--- src/isotp_rc_pkg.sv ---
// ----------------------------------------------------------------------------
// ISO-TP response collector package
// Shared codes, register layout and beat types of the response collector.
// ----------------------------------------------------------------------------
package isotp_rc_pkg;

  localparam int unsigned IdW   = 29;
  localparam int unsigned TmoW  = 16;
  localparam int unsigned DataW = 64;
  localparam int unsigned RegIdxW = 3;

  // input item modes
  localparam logic [1:0] MODE_START = 2'd0;
  localparam logic [1:0] MODE_FRAME = 2'd1;
  localparam logic [1:0] MODE_TICK  = 2'd2;

  // result kinds
  localparam logic [1:0] KIND_RESP = 2'd0;
  localparam logic [1:0] KIND_FC   = 2'd1;
  localparam logic [1:0] KIND_END  = 2'd2;

  // register indexes
  localparam logic [RegIdxW-1:0] REG_FILTER_VALUE  = 3'd0;
  localparam logic [RegIdxW-1:0] REG_FILTER_MASK   = 3'd1;
  localparam logic [RegIdxW-1:0] REG_TIMEOUT_MS    = 3'd2;
  localparam logic [RegIdxW-1:0] REG_AUTO_FLOW     = 3'd3;
  localparam logic [RegIdxW-1:0] REG_FC_HEADER     = 3'd4;
  localparam logic [RegIdxW-1:0] REG_FC_HEADER_EXT = 3'd5;
  localparam logic [RegIdxW-1:0] REG_FC_LENGTH     = 3'd6;
  localparam logic [RegIdxW-1:0] REG_FC_BYTES      = 3'd7;

  localparam logic [IdW-1:0]   STD_ID_MASK   = 29'h0000_07FF;
  localparam logic [7:0]       PCI_FIRST     = 8'h10;
  localparam logic [7:0]       PCI_CONSEC    = 8'h20;
  localparam logic [7:0]       NEG_RESP_SID  = 8'h7F;
  localparam logic [7:0]       NRC_PENDING   = 8'h78;
  localparam logic [7:0]       FC_BS_DEFAULT = 8'h0A;
  localparam logic [7:0]       FC_BS_MIN     = 8'd10;
  localparam logic [7:0]       FC_BS_MAX     = 8'd127;
  localparam logic [DataW-1:0] FC_DEFAULT    = 64'h0000_0000_000A_0030;
  localparam logic [3:0]       FC_DEFAULT_LEN = 4'd3;

  typedef struct packed {
    logic [IdW-1:0]   filter_value;
    logic [IdW-1:0]   filter_mask;
    logic [TmoW-1:0]  timeout_ms;
    logic             auto_flow;
    logic [IdW-1:0]   fc_header;
    logic             fc_header_ext;
    logic [3:0]       fc_length;
    logic [DataW-1:0] fc_bytes;
  } cfg_t;

  typedef struct packed {
    logic [1:0]       mode;
    logic [IdW-1:0]   frame_id;
    logic             frame_ext;
    logic [3:0]       frame_dlc;
    logic [DataW-1:0] frame_data;
    logic [7:0]       request_seq;
  } item_t;

  typedef struct packed {
    logic [1:0]       kind;
    logic [IdW-1:0]   id;
    logic             ext;
    logic [3:0]       dlc;
    logic [DataW-1:0] data;
    logic [7:0]       seq;
    logic             no_data;
    logic             last;
  } res_t;

  // zero every byte at or above position n
  function automatic logic [DataW-1:0] keep_bytes(input logic [DataW-1:0] v,
                                                  input logic [3:0] n);
    logic [DataW-1:0] r;
    r = v;
    for (int i = 0; i < 8; i++) begin
      if (4'(i) >= n) begin
        r[i*8 +: 8] = 8'h00;
      end
    end
    return r;
  endfunction

endpackage

--- src/isotp_rc_core.sv ---
// ----------------------------------------------------------------------------
// ISO-TP response collector core
// Exchange state and per-item decision: filter, gap reload, flow control.
// ----------------------------------------------------------------------------
module isotp_rc_core #(
  parameter int unsigned GAP_SINGLE_MS      = 50,
  parameter int unsigned GAP_FIRST_MS       = 100,
  parameter int unsigned GAP_CONSEC_MS      = 100,
  parameter int unsigned DEFAULT_TIMEOUT_MS = 1000
) (
  input  logic                clk,
  input  logic                rst,
  input  isotp_rc_pkg::cfg_t  cfg,
  input  logic                fire,
  input  isotp_rc_pkg::item_t item,
  output logic [1:0]          res_cnt,
  output isotp_rc_pkg::res_t  res0,
  output isotp_rc_pkg::res_t  res1
);

  logic        collecting, collecting_next;
  logic        any_seen, any_seen_next;
  logic [15:0] gap, gap_next;
  logic [7:0]  seq, seq_next;
  logic [28:0] req_id, req_id_next;
  logic        req_ext, req_ext_next;

  logic [28:0] id;
  logic [15:0] tmo;
  logic [63:0] data;
  logic [7:0]  b0, b1, b3;
  logic        pass, dlc_ok, is_ff, is_cf, pending, fc;
  logic [15:0] gap_kind, gap_frame;
  logic [3:0]  fc_len;
  logic [63:0] fc_data, fc_raw;
  logic [7:0]  fc_bs;
  logic [28:0] fc_id, fc_id_raw;
  logic        fc_ext;

  assign id     = item.frame_ext ? item.frame_id
                                 : (item.frame_id & isotp_rc_pkg::STD_ID_MASK);
  assign tmo    = (cfg.timeout_ms == '0) ? 16'(DEFAULT_TIMEOUT_MS) : cfg.timeout_ms;
  assign data   = isotp_rc_pkg::keep_bytes(item.frame_data, item.frame_dlc);
  assign b0     = data[7:0];
  assign b1     = data[15:8];
  assign b3     = data[31:24];
  assign dlc_ok = (item.frame_dlc != 4'd0) && (item.frame_dlc <= 4'd8);
  assign pass   = (cfg.filter_mask == '0) ||
                  ((id & cfg.filter_mask) == (cfg.filter_value & cfg.filter_mask));
  assign is_ff  = ((b0 & 8'hF0) == isotp_rc_pkg::PCI_FIRST);
  assign is_cf  = ((b0 & 8'hF0) == isotp_rc_pkg::PCI_CONSEC);
  assign fc     = is_ff && cfg.auto_flow;
  // 7F xx 78: response pending
  assign pending = (item.frame_dlc >= 4'd4) && ((b0 & 8'hF0) == 8'h00) &&
                   (b1 == isotp_rc_pkg::NEG_RESP_SID) && (b3 == isotp_rc_pkg::NRC_PENDING);

  always_comb begin
    if (is_ff) begin
      gap_kind = cfg.auto_flow ? 16'(GAP_CONSEC_MS) : 16'(GAP_FIRST_MS);
    end else if (is_cf) begin
      gap_kind = 16'(GAP_CONSEC_MS);
    end else begin
      gap_kind = 16'(GAP_SINGLE_MS);
    end
    if (pending || (gap_kind > tmo)) begin
      gap_frame = tmo;
    end else begin
      gap_frame = gap_kind;
    end
  end

  // flow-control frame
  always_comb begin
    if (cfg.fc_length == 4'd0) begin
      fc_len = isotp_rc_pkg::FC_DEFAULT_LEN;
      fc_raw = isotp_rc_pkg::FC_DEFAULT;
    end else begin
      fc_len = (cfg.fc_length > 4'd8) ? 4'd8 : cfg.fc_length;
      fc_raw = isotp_rc_pkg::keep_bytes(cfg.fc_bytes, fc_len);
    end
    fc_bs   = fc_raw[23:16];
    fc_data = fc_raw;
    if ((fc_len >= 4'd3) &&
        ((fc_bs < isotp_rc_pkg::FC_BS_MIN) || (fc_bs > isotp_rc_pkg::FC_BS_MAX))) begin
      fc_data[23:16] = isotp_rc_pkg::FC_BS_DEFAULT;
    end
    if (cfg.fc_header != '0) begin
      fc_id_raw = cfg.fc_header;
      fc_ext    = cfg.fc_header_ext;
    end else begin
      if (item.frame_ext) begin
        fc_id_raw = {id[28:16], id[7:0], id[15:8]};
      end else if (id >= 29'd8) begin
        fc_id_raw = id - 29'd8;
      end else begin
        fc_id_raw = req_id;
      end
      fc_ext = req_ext;
    end
    fc_id = fc_ext ? fc_id_raw : (fc_id_raw & isotp_rc_pkg::STD_ID_MASK);
  end

  always_comb begin
    collecting_next = collecting;
    any_seen_next   = any_seen;
    gap_next        = gap;
    seq_next        = seq;
    req_id_next     = req_id;
    req_ext_next    = req_ext;
    res_cnt         = 2'd0;
    res0            = '0;
    res1            = '0;
    res0.seq        = seq;
    res1.seq        = seq;
    case (item.mode)
      isotp_rc_pkg::MODE_START: begin
        req_id_next     = id;
        req_ext_next    = item.frame_ext;
        seq_next        = item.request_seq;
        any_seen_next   = 1'b0;
        collecting_next = 1'b1;
        gap_next        = tmo;
      end
      isotp_rc_pkg::MODE_TICK: begin
        if (collecting) begin
          if (gap > 16'd1) begin
            gap_next = gap - 16'd1;
          end else begin
            gap_next        = '0;
            collecting_next = 1'b0;
            res_cnt         = 2'd1;
            res0.kind       = isotp_rc_pkg::KIND_END;
            res0.no_data    = !any_seen;
            res0.last       = 1'b1;
          end
        end
      end
      isotp_rc_pkg::MODE_FRAME: begin
        if (collecting && dlc_ok && pass) begin
          any_seen_next = 1'b1;
          gap_next      = gap_frame;
          res_cnt       = fc ? 2'd2 : 2'd1;
          res0.kind     = isotp_rc_pkg::KIND_RESP;
          res0.id       = id;
          res0.ext      = item.frame_ext;
          res0.dlc      = item.frame_dlc;
          res0.data     = data;
          res0.last     = !fc;
          res1.kind     = isotp_rc_pkg::KIND_FC;
          res1.id       = fc_id;
          res1.ext      = fc_ext;
          res1.dlc      = fc_len;
          res1.data     = fc_data;
          res1.last     = 1'b1;
        end
      end
      default: begin
      end
    endcase
  end

  always_ff @(posedge clk) begin
    if (rst) begin
      collecting <= 1'b0;
      any_seen   <= 1'b0;
      gap        <= '0;
      seq        <= '0;
      req_id     <= '0;
      req_ext    <= 1'b0;
    end else if (fire) begin
      collecting <= collecting_next;
      any_seen   <= any_seen_next;
      gap        <= gap_next;
      seq        <= seq_next;
      req_id     <= req_id_next;
      req_ext    <= req_ext_next;
    end
  end

endmodule

--- src/isotp_rc_obuf.sv ---
// ----------------------------------------------------------------------------
// ISO-TP response collector result buffer
// Two-entry result register; loads a whole item's results when it drains.
// ----------------------------------------------------------------------------
module isotp_rc_obuf (
  input  logic               clk,
  input  logic               rst,
  input  logic               load,
  input  logic [1:0]         load_cnt,
  input  isotp_rc_pkg::res_t load0,
  input  isotp_rc_pkg::res_t load1,
  output logic               room,
  output logic               out_valid,
  input  logic               out_ready,
  output isotp_rc_pkg::res_t head
);

  isotp_rc_pkg::res_t slot0, slot1;
  logic [1:0]         count;
  logic               pop;

  assign out_valid = (count != 2'd0);
  assign pop       = out_valid && out_ready;
  // empty once this cycle's beat leaves
  assign room      = (count == 2'd0) || ((count == 2'd1) && pop);
  assign head      = slot0;

  always_ff @(posedge clk) begin
    if (rst) begin
      count <= 2'd0;
    end else if (load) begin
      count <= load_cnt;
    end else if (pop) begin
      count <= count - 2'd1;
    end
  end

  always_ff @(posedge clk) begin
    if (load) begin
      slot0 <= load0;
      slot1 <= load1;
    end else if (pop) begin
      slot0 <= slot1;
    end
  end

endmodule

--- src/isotp_response_collector.sv ---
// ----------------------------------------------------------------------------
// ISO-TP response collector
// Gathers diagnostic replies after a request, answers first frames with flow
// control when auto flow is on and closes the exchange when the reply gap runs out.
// ----------------------------------------------------------------------------
// An input beat is registered, then decided combinationally against the exchange
// state, and its results land in a two-entry output register. An item that gives
// at most one result can be taken every cycle while the receiver takes each
// result; a first frame with auto flow control gives two results, and the next
// item waits in the input register until the second of them leaves the output
// register. Configuration writes are always ready and take effect on the next
// cycle; write them only while the block is idle.
module isotp_response_collector #(
  parameter int unsigned GAP_SINGLE_MS      = 50,
  parameter int unsigned GAP_FIRST_MS       = 100,
  parameter int unsigned GAP_CONSEC_MS      = 100,
  parameter int unsigned DEFAULT_TIMEOUT_MS = 1000
) (
  input  logic        clk,
  input  logic        rst,
  input  logic        cfg_valid,
  output logic        cfg_ready,
  input  logic [2:0]  cfg_index,
  input  logic [63:0] cfg_data,
  input  logic        in_valid,
  output logic        in_ready,
  input  logic [1:0]  mode,
  input  logic [28:0] frame_id,
  input  logic        frame_ext,
  input  logic [3:0]  frame_dlc,
  input  logic [63:0] frame_data,
  input  logic [7:0]  request_seq,
  output logic        out_valid,
  input  logic        out_ready,
  output logic [1:0]  kind,
  output logic [28:0] out_id,
  output logic        out_ext,
  output logic [3:0]  out_dlc,
  output logic [63:0] out_data,
  output logic [7:0]  out_seq,
  output logic        no_data,
  output logic        last
);

  isotp_rc_pkg::cfg_t  cfg;
  isotp_rc_pkg::item_t item;
  isotp_rc_pkg::res_t  res0, res1, head;
  logic                item_valid;
  logic                fire, room;
  logic [1:0]          res_cnt;

  assign cfg_ready = 1'b1;

  always_ff @(posedge clk) begin
    if (rst) begin
      cfg.filter_value  <= '0;
      cfg.filter_mask   <= '0;
      cfg.timeout_ms    <= 16'd1000;
      cfg.auto_flow     <= 1'b1;
      cfg.fc_header     <= '0;
      cfg.fc_header_ext <= 1'b0;
      cfg.fc_length     <= 4'd3;
      cfg.fc_bytes      <= 64'd655408;
    end else if (cfg_valid) begin
      case (cfg_index)
        isotp_rc_pkg::REG_FILTER_VALUE:  cfg.filter_value  <= cfg_data[28:0];
        isotp_rc_pkg::REG_FILTER_MASK:   cfg.filter_mask   <= cfg_data[28:0];
        isotp_rc_pkg::REG_TIMEOUT_MS:    cfg.timeout_ms    <= cfg_data[15:0];
        isotp_rc_pkg::REG_AUTO_FLOW:     cfg.auto_flow     <= cfg_data[0];
        isotp_rc_pkg::REG_FC_HEADER:     cfg.fc_header     <= cfg_data[28:0];
        isotp_rc_pkg::REG_FC_HEADER_EXT: cfg.fc_header_ext <= cfg_data[0];
        isotp_rc_pkg::REG_FC_LENGTH:     cfg.fc_length     <= cfg_data[3:0];
        isotp_rc_pkg::REG_FC_BYTES:      cfg.fc_bytes      <= cfg_data;
        default: begin
        end
      endcase
    end
  end

  // input register
  assign fire     = item_valid && room;
  assign in_ready = !item_valid || room;

  always_ff @(posedge clk) begin
    if (rst) begin
      item_valid <= 1'b0;
    end else if (in_ready) begin
      item_valid <= in_valid;
    end
  end

  always_ff @(posedge clk) begin
    if (in_ready && in_valid) begin
      item.mode        <= mode;
      item.frame_id    <= frame_id;
      item.frame_ext   <= frame_ext;
      item.frame_dlc   <= frame_dlc;
      item.frame_data  <= frame_data;
      item.request_seq <= request_seq;
    end
  end

  isotp_rc_core #(
    .GAP_SINGLE_MS      (GAP_SINGLE_MS),
    .GAP_FIRST_MS       (GAP_FIRST_MS),
    .GAP_CONSEC_MS      (GAP_CONSEC_MS),
    .DEFAULT_TIMEOUT_MS (DEFAULT_TIMEOUT_MS)
  ) u_core (
    .clk     (clk),
    .rst     (rst),
    .cfg     (cfg),
    .fire    (fire),
    .item    (item),
    .res_cnt (res_cnt),
    .res0    (res0),
    .res1    (res1)
  );

  isotp_rc_obuf u_obuf (
    .clk       (clk),
    .rst       (rst),
    .load      (fire),
    .load_cnt  (res_cnt),
    .load0     (res0),
    .load1     (res1),
    .room      (room),
    .out_valid (out_valid),
    .out_ready (out_ready),
    .head      (head)
  );

  assign kind     = head.kind;
  assign out_id   = head.id;
  assign out_ext  = head.ext;
  assign out_dlc  = head.dlc;
  assign out_data = head.data;
  assign out_seq  = head.seq;
  assign no_data  = head.no_data;
  assign last     = head.last;

endmodule

--- config.mk ---
export PLATFORM = sky130hd
export DESIGN_NAME = isotp_response_collector
export DESIGN_NICKNAME = d
export VERILOG_FILES = /design/src/isotp_rc_pkg.sv /design/src/isotp_rc_core.sv /design/src/isotp_rc_obuf.sv /design/src/isotp_response_collector.sv
export SDC_FILE = /design/constraint.sdc
export NUM_CORES = 1
export LEC_CHECK = 0
export BUFFER_PORTS_ARGS = -buffer_cell sky130_fd_sc_hd__buf_2
export CAP_MARGIN = 20
export CORE_MARGIN = 2
export CORE_UTILIZATION = 53
export CTS_BUF_LIST = sky130_fd_sc_hd__clkbuf_16
export DETAILED_ROUTE_END_ITERATION = 10
export GPL_TIMING_DRIVEN = 1
export MAX_ROUTING_LAYER = met4
export PLACE_DENSITY = 0.8
export SKIP_LAST_GASP = 1
export SLEW_MARGIN = 20
export SYNTH_ARGS = -nofsm -noshare
export SYNTH_HDL_FRONTEND = slang
export SYNTH_HIERARCHICAL = 1
export SYNTH_SLANG_ARGS = --single-unit
--- constraint.sdc ---
create_clock -name clk -period 6.9 [get_ports clk]
set_clock_uncertainty 0.2 [all_clocks]
set_input_delay 0.345 -clock clk [delete_from_list [all_inputs] [get_ports clk]]
set_output_delay 0.345 -clock clk [all_outputs]
set_load 0.05 [all_outputs]
# Word level (Yosys, flattened, before mapping)

Cells that the tools add are included.
Widths: inputs -> output; s select.

Register bits: 559
Input bits: 180
Output and inout bits: 113
Logic and storage cells: 211

Add/subtract/negate cells: 3
Magnitude comparators: 25
Equality and inequality tests: 17
Muxes and demuxes: 60
Bitwise gates (word level): 4
Reduce and logical (&&, ||, !) cells: 56

Operators by type and width:

| kind                  | count |
|---|---|
| $mux 110              | 2 |
| $mux 98               | 2 |
| $mux 29               | 5 |
| $mux 8                | 17 |
| $mux 99               | 1 |
| $mux 16               | 6 |
| $mux 64               | 1 |
| $and 29x29->29        | 2 |
| $pmux 16 s3           | 1 |
| $ge 3x4->1 const A    | 8 |
| $eq 29x29->1          | 1 |
| $ge 29x4->1 const B   | 1 |
| $logic_not 29->1      | 1 |
| $reduce_bool 29->1    | 1 |
| $sub 29x4->29 const B | 1 |
| $reduce_or 4->1       | 7 |
| $reduce_and 2->1      | 11 |
| $mux 2                | 9 |
| $eq 8x7->1 const B    | 2 |
| $ge 1x4->1 const A    | 4 |
| $ge 2x4->1 const A    | 4 |
| $gt 16x1->1 const B   | 1 |
| $gt 16x16->1          | 1 |
| $logic_not 16->1      | 1 |
| other kinds (35)      | 75 |

# Logic depth before layout (Yosys ltp)

Gate-level depths: netlist of run 1.

Depth after elaboration: 10
Gate-level depth with buffers: 13
Mapped depth without buffers: 12

# Cells and area by module

Netlist of run 1, hierarchy kept.

Modules (own cells, without submodules):

| module                   | times used | cells an instance | area an instance (um^2) |
|---|---|---|---|
| isotp_response_collector | 1          | 773               | 10,371.2 |
| isotp_rc_obuf            | 1          | 362               | 8,370.5 |
| isotp_rc_core            | 1          | 916               | 6,239.7 |

# Worst setup path before layout of run 1

Ideal clock, no wire load.

Kind: register to register
From: register u_obuf.count[0]
To: register u_obuf.slot0 (netlist bit u_obuf/head[0]), enable pin
Setup time: 476 ps
Arrival: 6,551 ps
Data required time: 6,224 ps
Path slack: -327 ps
Stages on the path, launching flop included: 10
Clock period less this slack: 7,227 ps
Cells stage by stage: dfxtp_1 > inv_1 > ha_1 > inv_1 > nand2_1 > and2_1 > buf_6 > buf_8 > buf_6 > or2_1

Word-level cells in the longest chain between the ends: 6

Ends and longest elaborated chain:

| what                               | RTL line                       | text |
|---|---|---|
| start, declared                    | isotp_rc_obuf.sv:19            | `logic [1:0] count;` |
| start signal, assigned             | isotp_rc_obuf.sv:32            | `count <= load_cnt;` |
| start signal, assigned             | isotp_rc_obuf.sv:34            | `count <= count - 2'd1;` |
| $reduce_bool 2->1                  | isotp_rc_obuf.sv:22            | `assign out_valid = (count != 2'd0);` |
| via out_valid                      | isotp_response_collector.sv:33 | `output logic out_valid,` |
| $logic_and 1x1->1                  | isotp_rc_obuf.sv:23            | `assign pop = out_valid && out_ready;` |
| $logic_and 1x1->1                  | isotp_rc_obuf.sv:25            | `assign room = (count == 2'd0) \|\| ((count == 2'd1) && pop);` |
| $logic_or 1x1->1                   | isotp_rc_obuf.sv:25            |  |
| via room                           | isotp_response_collector.sv:49 | `logic fire, room;` |
| $logic_and 1x1->1                  | isotp_response_collector.sv:81 | `assign fire = item_valid && room;` |
| via fire                           | isotp_response_collector.sv:49 |  |
| $reduce_bool 2->1 (no source line) | -                              |  |
| end signal, assigned               | isotp_rc_obuf.sv:40            | `slot0 <= load0;` |
| end signal, assigned               | isotp_rc_obuf.sv:43            | `slot0 <= slot1;` |
| end, declared                      | isotp_rc_obuf.sv:18            | `isotp_rc_pkg::res_t slot0, slot1;` |

The timed path passes the listed nets, and every way through them passes these cells.
A chain may end at the register's enable or synchronous reset.

# Worst setup path after layout of run 1

From: register, netlist name item[75]
To: register u_core.gap[10]

Word-level cells in the longest chain between the ends: 10

Ends and longest elaborated chain:

| what                                                     | RTL line                                 | text |
|---|---|---|
| $ge 1x4->1                                               | isotp_rc_pkg.sv:80                       | `if (4'(i) >= n) begin` |
| $mux 8                                                   | isotp_rc_pkg.sv:80                       |  |
| $eq 4x2->1 / $logic_not 8->1 (equally long branches)     | isotp_rc_core.sv:51, isotp_rc_core.sv:54 |  |
| $mux 7 / $logic_and 1x1->1 (equally long branches)       | isotp_rc_core.sv:60, isotp_rc_core.sv:54 |  |
| $mux 16 / $logic_and 1x1->1 (equally long branches)      | isotp_rc_core.sv:58, isotp_rc_core.sv:54 |  |
| $gt 16x16->1 / $logic_and 1x1->1 (equally long branches) | isotp_rc_core.sv:65, isotp_rc_core.sv:55 |  |
| $logic_or 1x1->1                                         | isotp_rc_core.sv:65                      | `if (pending \|\| (gap_kind > tmo)) begin` |
| $mux 16                                                  | isotp_rc_core.sv:65                      |  |
| $mux 16                                                  | isotp_rc_core.sv:139                     | `if (collecting && dlc_ok && pass) begin` |
| $pmux 16 s3                                              | isotp_rc_core.sv:115                     | `case (item.mode)` |
| end signal, assigned                                     | isotp_rc_core.sv:173                     | `gap <= gap_next;` |
| end, declared                                            | isotp_rc_core.sv:23                      | `logic [15:0] gap, gap_next;` |

Parallel ways exist; a longest one is shown, timed or not. The select of a mux whose other input is x is not followed.

==> summary by stage, run 1 <==
Outcome
The run finished with clean final reports.

Placed design
Port buffering added 291 buffers. The post-place setup slack is 2.81 ns. At the end of routability-driven placement, the weighted congestion stood at 0.917.

Detailed placement ended at an HPWL of 42400 µm.

Detailed routing
The number of detailed-routing iterations run before antenna repair is 5. The count of routing violations after the opening detailed-route iteration is 1694. The total vias in the final route is 17532.

For this block, the routed nets add up to 66600 µm of wire. The number of routed nets with antenna violations is 0. After detailed routing, the average wire length per cell comes to 21.4 µm.

The routed via count divided by cell count is 5.63. The detailed-route DRC error count is 0.

Finish
The leading cell type in the layout, fill and taps excluded is edfxtp_1. The net total in the final layout is 2643. The area used by sequential logic in the layout is 14500 µm². For this run, the share of the core covered by cells in the final layout is 0.651. The proportion of layout cells with a drive suffix above 1 is 0.219. The count of fill cells added during filler insertion is 3309. From synthesis to final layout, the design area changed by 21.3%. In the layout the commonest cells are edfxtp_1 (328), buf_2 (290), nand2b_1 (235), dfxtp_1 (232), mux2i_1 (179). Summing all multi-input logic gate instances after layout gives 9630 µm².

Synth
The synthesized area per cell is 12.2 µm². The synthesized area is 25000 µm². For this run, asynchronously set or reset flops after synthesis account for 0.

The synthesized design spends more area on one cell type than any other, namely edfxtp_1. The Yosys warning count is 6. The most instantiated flip-flop cell in the synthesis netlist is edfxtp_1. By area the synthesized netlist is led by edfxtp_1 (39%), dfxtp_1 (19%), mux2i_1 (7.2%), nand2b_1 (5.9%), mux2_4 (4.1%). The number of distinct library cells after synthesis is 84. In this run, synthesis produced a sequential element count of 560.

Of the post-synthesis cell area, the dominant cell type holds 0.394. For this run, the register share of the synthesized area comes to 0.580. Yosys mapped a number of flops with a built-in enable equal to 328. Synthesis produced 2051 cells.

Die
The y dimension of the die is 221 µm. During I/O placement, the number of pins put on the boundary was 293. In this run the core area contains 79 standard-cell rows. The core area is 46600 µm². The effective utilization at floorplan is 0.537. The die extent in x is 221 µm.

The die covers 48900 µm².

Power and ir drop
The standby leakage power is 0.0123 µW. The share of total power dissipated in combinational logic is 0.146. The switching power of the nets is 2310 µW. The internal portion of the total power is 6100 µW. The total power draw is 8420 µW.

The part of the power in the clock network is 0.388. The maximum VDD drop is 0.263 mV. The cell area power density is 278 nW/µm². The switching part of the total power is 0.275. The sequential power share is 0.467.

Critical path
The worst setup path is captured at a flip-flop. The endpoint of the worst-slack reg-to-reg timing path is u_core/gap[10]$_SDFFE_PP0P_. The data arrival time at the worst-slack endpoint is 4.51 ns. The register-to-register setup slack is 2.73 ns.

The number of cells on the worst reg-to-reg path is 11. The worst setup path is launched from a flip-flop. In this run the worst path has a maximum fanout of 16.

The required time reported for the critical path endpoint is 7.23 ns. The source of the worst register-to-register timing path is item[75]$_DFFE_PP_. The kind of critical path is reg2reg.

STA
Setup violations remaining at the end of the flow were counted as 0. Dividing the final minimum period by the clock period gives 0.605. The worst hold margin is 0.0133 ns. At the pin with the least slew margin, the transition time is 1.13 ns.

The number of failing hold endpoints at the final stage is 0. Setup repair after global routing left no endpoint under its margin. Setup slack on the critical path of the routed design comes to 2.73 ns. The remaining max-slew budget at the tightest pin is 0.243.

Counting I/O delays and the setup requirement, the final critical path takes 4.17 ns. The number of max-slew violations in the final report came to 0. The total negative slack is 0 ns. Static timing analysis puts the maximum clock frequency at 0.240 GHz.

Clocking
The clock latency of the later-clocked register in the worst-skew pair is 0.64 ns. The number of CTS-inserted buffers is 59. The tree is rooted in a clkbuf_16. The clock net in this run drives a total of 560 sinks.

CTS built an H-tree with a depth of 2. The post-cts repair resize count is 0. Clock-pin slew was measured on the worst setup and hold paths at 0.06 ns.

Counting along the longest clock path gives a buffer depth of 3. TritonCTS built the clock tree.

Min path
The startpoint of the tightest hold check path is cfg_data[27]. The class of the tightest hold or removal check is in2reg. The endpoint of the worst hold path is cfg[96]$_SDFFE_PP0P_. Along the worst hold path, the cell count comes to 3.

Global route
The total congestion overflow is 0. Entering global routing, the biggest net connects 139 pins. Across every metal layer, demand over resource in global routing totals 0.274. The initial antenna violation count is 4.

The via count of the first global-routing pass is 17736. The first global-routing pass estimated 102000 µm of wire.

Job
The reported max-cap violation count is 0.
-- worst max-delay path by stage --
stage                                            start                          end  slack [ns]  cells after the start
after floorplan           u_obuf/count[0]$_SDFFE_PP0P_     u_obuf/head[0]$_DFFE_PP_        0.94                      9
after global placement              item[75]$_DFFE_PP_  u_core/gap[15]$_SDFFE_PP0P_        2.93                     11
after detailed placement            item[75]$_DFFE_PP_  u_core/gap[14]$_SDFFE_PP0P_        2.81                     11
after CTS                           item[75]$_DFFE_PP_  u_core/gap[10]$_SDFFE_PP0P_        2.79                     11
after global routing                item[75]$_DFFE_PP_  u_core/gap[10]$_SDFFE_PP0P_        2.46                     11
final                               item[75]$_DFFE_PP_  u_core/gap[10]$_SDFFE_PP0P_        2.73                     11
-- cell usage after synthesis (4+ instances only) --
library cell / count
a211oi_1: 10
a21boi_0: 14
a21boi_1: 6
a21oi_1: 85
a22oi_1: 8
a31oi_1: 12
and2_1: 134
and2b_1: 6
and3_1: 42
and3b_1: 16
buf_1: 5
buf_2: 40
buf_4: 25
buf_6: 13
clkbuf_1: 63
dfxtp_1: 232
edfxtp_1: 328
ha_1: 13
inv_1: 23
mux2_2: 43
mux2_4: 68
mux2i_1: 179
nand2_1: 104
nand2b_1: 235
nand3_1: 24
nand4_1: 14
nand4b_1: 6
nor2_1: 86
nor2b_1: 11
nor3_1: 15
nor4_1: 18
o211ai_1: 4
o21a_1: 7
o21ai_0: 36
o21ai_1: 12
o22ai_1: 4
o31ai_1: 5
or3_1: 4
or4_1: 4
xnor2_1: 10
xor2_1: 17
-- cell type report --
cell class	instances	share of cell area
multi-input cells	1323	0.318
repair buffers	482	0.110
clock buffers	62	0.0512
clock inverters	50	0.0146
diodes	4	0.000330
flip-flops and latches	560	0.478
inverters	24	0.00297
well taps	607	0.0251
-- worst max-delay path, cell delays in order (launching register included) --
cell and delay (ns):
edfxtp_1 0.61, o41ai_1 0.66, nand2b_1 0.29, inv_1 0.09, ha_1 0.32, and3_1 0.19
and3_1 0.17, nor3b_1 0.29, a21oi_1 0.32, o21ai_1 0.60, a32oi_1 0.10, o31ai_1 0.24
-- metrics by stage --
stage                     area, µm²  cells
after CTS                     30300   3108
final                         30300   3112
after global routing          30300   3112
after global placement        26600   2828
after floorplan               25000   2054
after detailed placement      26600   2828
-- state kept, by name, summed over array words and instances (netlist names) --
register and cells:
cfg 173, u_obuf/head 110, u_obuf/slot1 110, item 108
u_core/req_id 29, u_core/gap 16, u_core/seq 8, u_obuf/count 2
item_valid 1, u_core/any_seen 1, u_core/collecting 1, u_core/req_ext 1
-- per-layer routing --
layer	wire length (µm)	vias to the layer above	share of wire	global-route usage
met5	0	-	0	-
met4	2520	0	0.038	0.103
met3	4610	170	0.069	0.0562
met2	33200	742	0.50	0.460
met1	26300	8547	0.39	0.326
li1	-	8073	-	-
-- power groups by stage --
stage / Sequential, µW / Combinational (µW) / Clock, µW
3_5_place_dp: 4000 / 1140 / 0
5_1_grt: 3940 / 1290 / 3460
3_3_place_gp: 3990 / 1120 / 0
6_report: 3930 / 1230 / 3260
2_1_floorplan: 4280 / 536 / 0
4_1_cts: 3930 / 1220 / 3300
-- what timing repair did --
item | 4_1_cts | 5_1_grt
setup buffers | 0 | 0
hold buffers | 168 | 0
endpoints found under the hold margin | 202 | 0
-- cell families (layout without fill, tap and decap cells) --
family,count (synthesis),after routing,share of synthesized area
adders and majority gates,13,13,0.00651
and+or+nand+nor,750,750,0.175
muxes,290,290,0.132
other,2,9,0.000301
DFF,560,560,0.580
xor gates and xnor gates,27,27,0.00947
buffers and inverters,171,618,0.0358
AOI/OAI and AO/OA,238,238,0.0605
Power figures use the tool's default switching activity.
==> run 2, diff against run 1 <==
- clock period: 6.9 -> 3.38 ns (I/O delays scaled with it)
==> run 2 against run 1 <==
Effect of this change:
- final cell count increased by 1.5%
- largest power group unchanged
- sequential power increased by 100%
- global-route usage increased by 0.51 points
- power increased by 98%
- register-to-register slack got worse by 2.6 ns
==> summary by stage, run 2 (synthesis results as in run 1) <==
STA
Static timing analysis puts the maximum clock frequency at 0.308 GHz. The worst path setup slack after routing is 0.132 ns. The number of failing hold endpoints at the final stage came to 0. Subtracting the final worst setup slack from the clock period gives 3.25 ns. The number of max-slew violations in the final report is 0.

Of the available clock period, the critical path in the final layout requires 0.961. The transition time at the pin with the least slew margin is 0.821 ns. Setup violations remaining at the end of the flow were counted as 0. Measured against its own limit, the worst slew margin works out to 0.452. Summed over all failing endpoints, the final setup total negative slack is 0 ns.

Global route
Entering global routing, the biggest net connects 124 pins. The first global-routing pass estimated 104000 µm of wire. The initial antenna violation count is 2. The via count of the first global-routing pass was 18381. The total routing resource utilization after global routing is 0.279. The total congestion overflow is 0.

Clocking
The clock drives 560 sinks. The clock tree synthesis step divided the H-tree into 2 levels. At the later pin of the worst-skew pair, clock insertion delay measures 0.61 ns. The number of CTS-inserted buffers is 56. The total setup buffers inserted after CTS is 0. The maximum clock path buffer count is 3.

Clock-pin slew was measured on the worst setup and hold paths at 0.08 ns. TritonCTS built the clock tree. CTS placed an instance of clkbuf_16 at the clock tree root.

Critical path
Data arrives at the worst endpoint at 3.57 ns. The source of the worst register-to-register timing path is item[74]$_DFFE_PP_. The nature of the critical path endpoint is a flip-flop. The kind of cell adding the most delay to the critical path is compound AO/OA/AOI/OAI gates. The number of buffers and inverters on the critical path is 3. STA classifies the critical path startpoint as a flip-flop.

The beginning of the critical path is item[74]$_DFFE_PP_. The required time reported for the critical path endpoint is 3.70 ns. The largest fanout on the critical path is 8.

The master of the slowest instance on the critical path is o41ai_2. For this run, the slowest stage of the critical path takes 0.47 ns. The kind of critical path is reg2reg.

The signal on the critical path passes through o41ai_2, nand2b_1, inv_1, ha_1, and3_1, and3_1, nor3b_2, a21oi_1, buf_4, o21ai_1, buf_4, a32oi_1, o31ai_1.

Detailed routing
After the first detailed-routing iteration, the DRC count stood at 1792. The count of nets left with antenna violations once routing finished came out at 0. The total vias in the final route is 17903.

The detailed-route DRC error count is 0. The routed via count divided by cell count is 5.67. The wire length after detailed routing is 68100 µm. In the final routed layout, each cell accounts on average for 21.5 µm. The number of detailed-routing iterations run before antenna repair is 5.

Finish
Measured on the finished design, the core utilization comes to 0.659. After routing the design area is 30700 µm². The register with the most flip-flops in the layout has 173 of them. After filler insertion, the fill cell instance count of the layout stands at 3243.

The register ranked first by flip-flop count is cfg. The proportion of layout cells with a drive suffix above 1 is 0.225. The final instance count without filler cells is 3160.

In the layout the commonest cells are edfxtp_1 (328), buf_2 (290), nand2b_1 (235), dfxtp_1 (232), dlygate4sd3_1 (191). The leading cell type in the layout, fill and taps excluded is edfxtp_1. The net count of the finished layout is 2697. The area overhead of the layout relative to synthesis is 22.9%.

Placed design
The placer congestion estimate is 0.885. The HPWL after detailed placement is 42900 µm. Once placement completed, the tool counted placed cells totaling 2862. The area after detailed placement is 27000 µm². Before CTS, the worst setup slack after placement is 0.160 ns. The number of buffers inserted by port buffering is 291.

Power and ir drop
The cell area power density is 543 nW/µm². The maximum VDD drop is 0.595 mV. The standby leakage power is 0.0125 µW.

Die
293 I/O pins were placed. Row generation in the floorplan step produced 79 rows. In this run the vertical extent of the chip is 221 µm. For this configuration, the core starts out at a cell density of 0.537. The floorplan step defined a core boundary enclosing 46600 µm². The die extent in x is 221 µm. The floorplan die area is 48900 µm².

Job
The reported max-cap violation count is 0.

Min path
The path class of the tightest hold or removal check is in2reg. The startpoint identified for the worst hold timing path is frame_data[44].

Outcome
The flow ran to the end, and the final reports show no timing, DRC or antenna violations.
==> run 2: path summary, 6_finish.rpt <==
check	to	slack [ns]	depth (start not counted)
max	u_core/gap[12]$_SDFFE_PP0P_	0.13	13
min	item[52]$_DFFE_PP_	0.06	2
max reg2reg	u_core/gap[12]$_SDFFE_PP0P_	0.13	13
min reg2reg	u_core/req_id[23]$_SDFFE_PP0P_	0.26	2
==> run 2: layout make-up <==
type | count | area, µm² | area share
antenna | 2 | 5.00 | 0.000163
sequential | 560 | 14500 | 0.472
multi-input combinational | 1323 | 9650 | 0.314
clock buffer | 56 | 1400 | 0.0456
clock inverter | 49 | 360 | 0.0117
inverter | 24 | 90.1 | 0.00293
timing repair buffer | 539 | 3940 | 0.128
tap | 607 | 759 | 0.0247
==> run 2: metrics by stage <==
stage	power (µW)	hold WS (ns)
after floorplan	9800	0.0381
after CTS	16700	0.0220
final	16700	0.0609
after detailed placement	10500	0.147
after global placement	10500	0.145
after global routing	17200	0.0404
==> run 2: power by group <==
part	switching, µW	leakage, µW	internal (µW)	total [µW]
clock	2660	0.000927	3390	6050
combinational	1730	0.00647	899	2630
sequential	228	0.00510	7770	8000
==> run 2: repair_timing <==
item | CTS | global route
endpoints found under the setup margin | 0 | 15
endpoints found under the hold margin | 297 | 0
hold buffers | 191 | 0
gates resized for setup | 0 | 4
==> run 2: layer usage <==
layer,share of wire,up-vias,global-route usage
met5,0,-,-
met4,0.041,0,0.112
met3,0.062,173,0.0458
met2,0.49,768,0.462
met1,0.40,8775,0.343
li1,-,8187,-
==> run 3, diff against run 2 <==
- PLACE_DENSITY: 0.8 -> not set
- PLACE_DENSITY_LB_ADDON: not set -> 0.2
==> run 3 against run 2 <==
Effect of this change:
- final area grew 0.27%
- worst hold slack lost 0.0036 ns
- global-route usage shrank 1.0 points
- die area is the same
- register-to-register slack gained 0.05 ns
- largest power group unchanged
- largest cell class unchanged
- sequential share of layout area shrank 0.13 points
- combinational power is essentially flat
- flip-flop and latch count is the same
- non-clock buffer count grew 13
- sequential power is essentially flat
==> summary by stage, run 3 (synthesis results as in run 1) <==
Finish
The net total in the final layout is 2712. The leading cell type in the layout, fill and taps excluded is edfxtp_1. The count of fill cells added during filler insertion is 3436. The proportion of layout cells with a drive suffix above 1 is 0.226. The antenna diode count is 0. cfg holds more flip-flops than any other register.

Compared with the post-synthesis result, the final layout area differs by 23.2%. The register with the most flip-flops in the layout has 173 of them. The library cells used most frequently in the layout, excluding fill and tap cells, are edfxtp_1 (328), buf_2 (290), nand2b_1 (235), dfxtp_1 (232), dlygate4sd3_1 (195).

STA
Setup repair after global routing left no endpoint under its margin. For the pin with the worst max-slew slack, the measured transition is 0.944 ns. The total negative slack is 0 ns. The minimum clock period after layout is 3.20 ns.

The remaining max-slew budget at the tightest pin is 0.369. Setup violations remaining at the end of the flow were counted as 0. The final cycle utilization of the critical path is 0.945. The number of max-slew violations in the final report was 0. The number of failing hold endpoints at the final stage came to 0. The maximum clock rate is 0.313 GHz. Final hold analysis gives a worst-case slack of 0.0573 ns.

Critical path
The register-to-register setup slack is 0.18 ns. Among all stages on the critical path, the largest delay is contributed by dlygate4sd3_1. The worst register-to-register path begins at item[74]$_DFFE_PP_. The depth of the most critical reg-to-reg path is 11.

The nature of the critical path endpoint is a flip-flop. At the worst endpoint, the required time is 3.72 ns. The data arrival time at the worst-slack endpoint is 3.53 ns. The kind of critical path is reg2reg. STA classifies the critical path startpoint as a flip-flop. Traced cell by cell, the critical path runs through buf_4, nor3_1, xnor2_1, nand4_1, nor4bb_1, and4_2, buf_12, and3_1, nand2_1, a21oi_1, dlygate4sd3_1. The largest single stage delay on the critical path is 0.57 ns. The beginning of the critical path is item[74]$_DFFE_PP_.

In this run the worst path has a maximum fanout of 35. The endpoint of the worst-slack reg-to-reg timing path is u_obuf/count[1]$_SDFFE_PP0P_. The critical path ends at u_obuf/count[1]$_SDFFE_PP0P_.

Detailed routing
The mean routed wirelength per cell is 20.7 µm. The final layout contains routed wiring with a total length of 65700 µm. For this run, design rule violations remaining after detail routing come to 0. Detailed routing inserted a total of 17464 vias. The number of routed nets with antenna violations is 0. After the first detailed-routing iteration, the DRC count stood at 1371. In the routed layout, each cell is associated on average with a via count of 5.50. The number of detailed-routing iterations run before antenna repair is 6.

Power and ir drop
The maximum VDD drop is 0.583 mV. Overall power consumption after layout is estimated at 16500 µW. The cell area power density is 535 nW/µm². In this run the static leakage power is 0.0126 µW.

Die
Measured along the x axis, the die boundary spans 221 µm. The number of ports placed on the die boundary is 293. The die covers 48900 µm². In this run the vertical extent of the chip is 221 µm.

The core area is 46600 µm². The effective utilization at floorplan is 0.537. The placement row count is 79.

Clocking
CTS saw 560 sinks. The number of CTS-inserted buffers is 58. The H-tree was split into 2 levels.

Clock tree synthesis selected as its root buffer the cell clkbuf_16. The longest clock path from root to sink contains 3 buffers. For the worst-skew pair, the clock arrives at the later sink with an insertion delay of 0.62 ns. Clock-pin slew was measured on the worst setup and hold paths at 0.06 ns. TritonCTS built the clock tree.

Outcome
The flow ran to the end, and the final reports show no timing, DRC or antenna violations.

Placed design
Port buffering added 291 buffers. Routability-driven placement finished with a final weighted congestion of 0.884. The HPWL after detailed placement is 42500 µm.

Global route
The via count of the first global-routing pass was 17585. The wire length of the first global-routing pass is 100000 µm. For this run, the total global-route usage over all layers was measured as 0.269. The initial antenna violation count is 0. Entering global routing, the biggest net connects 109 pins. Summed over all layers, the global routing overflow is 0.

Job
The reported max-cap violation count is 0.

Min path
In this run the worst hold path is classified as in2reg.
[run 3: cell types whose count changed in the layout (fill, tap and decap cells not counted), moves of 2 or more]
cell / before / now
buf_4: 46 / 55
clkbuf_16: 56 / 60
inv_1: 40 / 45
bufinv_16: 5 / 1
clkinvlp_4: 3 / 0
diode_2: 2 / 0
dlygate4sd3_1: 191 / 195
clkinv_2: 9 / 12
inv_2: 3 / 1
[run 3: per-layer routing]
metal | track usage | vias up | wire [µm] | part of all wire
li1 | - | 8206 | - | -
met1 | 0.344 | 8645 | 28200 | 0.43
met2 | 0.449 | 497 | 32600 | 0.50
met3 | 0.0309 | 116 | 3010 | 0.046
met4 | 0.0877 | 0 | 1840 | 0.028
met5 | - | - | 0 | 0
[run 3: worst min-delay path by stage]
stage / cells after the start / end / slack [ns] / start
after floorplan: 1 / u_obuf/count[1]$_SDFFE_PP0P_ / 0.04 / rst
after global placement: 1 / item[7]$_DFFE_PP_ / 0.15 / request_seq[7]
after detailed placement: 1 / item[79]$_DFFE_PP_ / 0.15 / frame_id[2]
after CTS: 2 / item[82]$_DFFE_PP_ / 0.02 / frame_id[5]
after global routing: 2 / item[8]$_DFFE_PP_ / 0.05 / frame_data[0]
final: 2 / item[80]$_DFFE_PP_ / 0.06 / frame_id[3]
[run 3: cell type report]
class | count | area (µm²) | area share
well taps | 607 | 759 | 0.0247
repair buffers | 552 | 4050 | 0.132
clock buffers | 59 | 1480 | 0.0480
clock inverters | 49 | 245 | 0.00797
inverters | 24 | 90.1 | 0.00293
multi-input cells | 1323 | 9670 | 0.314
flip-flops and latches | 560 | 14500 | 0.471
[run 3: metrics by stage]
stage	instances	area (µm²)	worst slack [ns]	util
after floorplan	2054	25000	-0.336	-
after global placement	2869	27000	0.0994	0.581
after detailed placement	2869	27000	0.0282	0.581
after CTS	3172	30700	0.107	0.660
after global routing	3174	30800	0.0394	0.661
final	3174	30800	0.184	0.661
[run 3: critical path: cells and delay by family, from the launching register on]
family                    cells  cell delay [ns]
AOI/OAI and AO/OA             1             0.12
buffers and inverters         3             0.96
and+or+nand+nor               6             1.16
DFF                           1             0.43
xor gates and xnor gates      1             0.23
[run 3: what timing repair did]
action                     in CTS  in global routing
setup endpoints to repair       1                  8
gates resized for setup         1                  4
buffers inserted                0                  1
gates cloned                    0                  1
hold endpoints to repair      287                  0
hold buffers                  195                  0
[run 3: power breakdown]
part / switching [µW] / total (µW) / internal, µW
sequential: 218 / 7990 / 7770
clock: 2660 / 5880 / 3220
combinational: 1710 / 2610 / 906
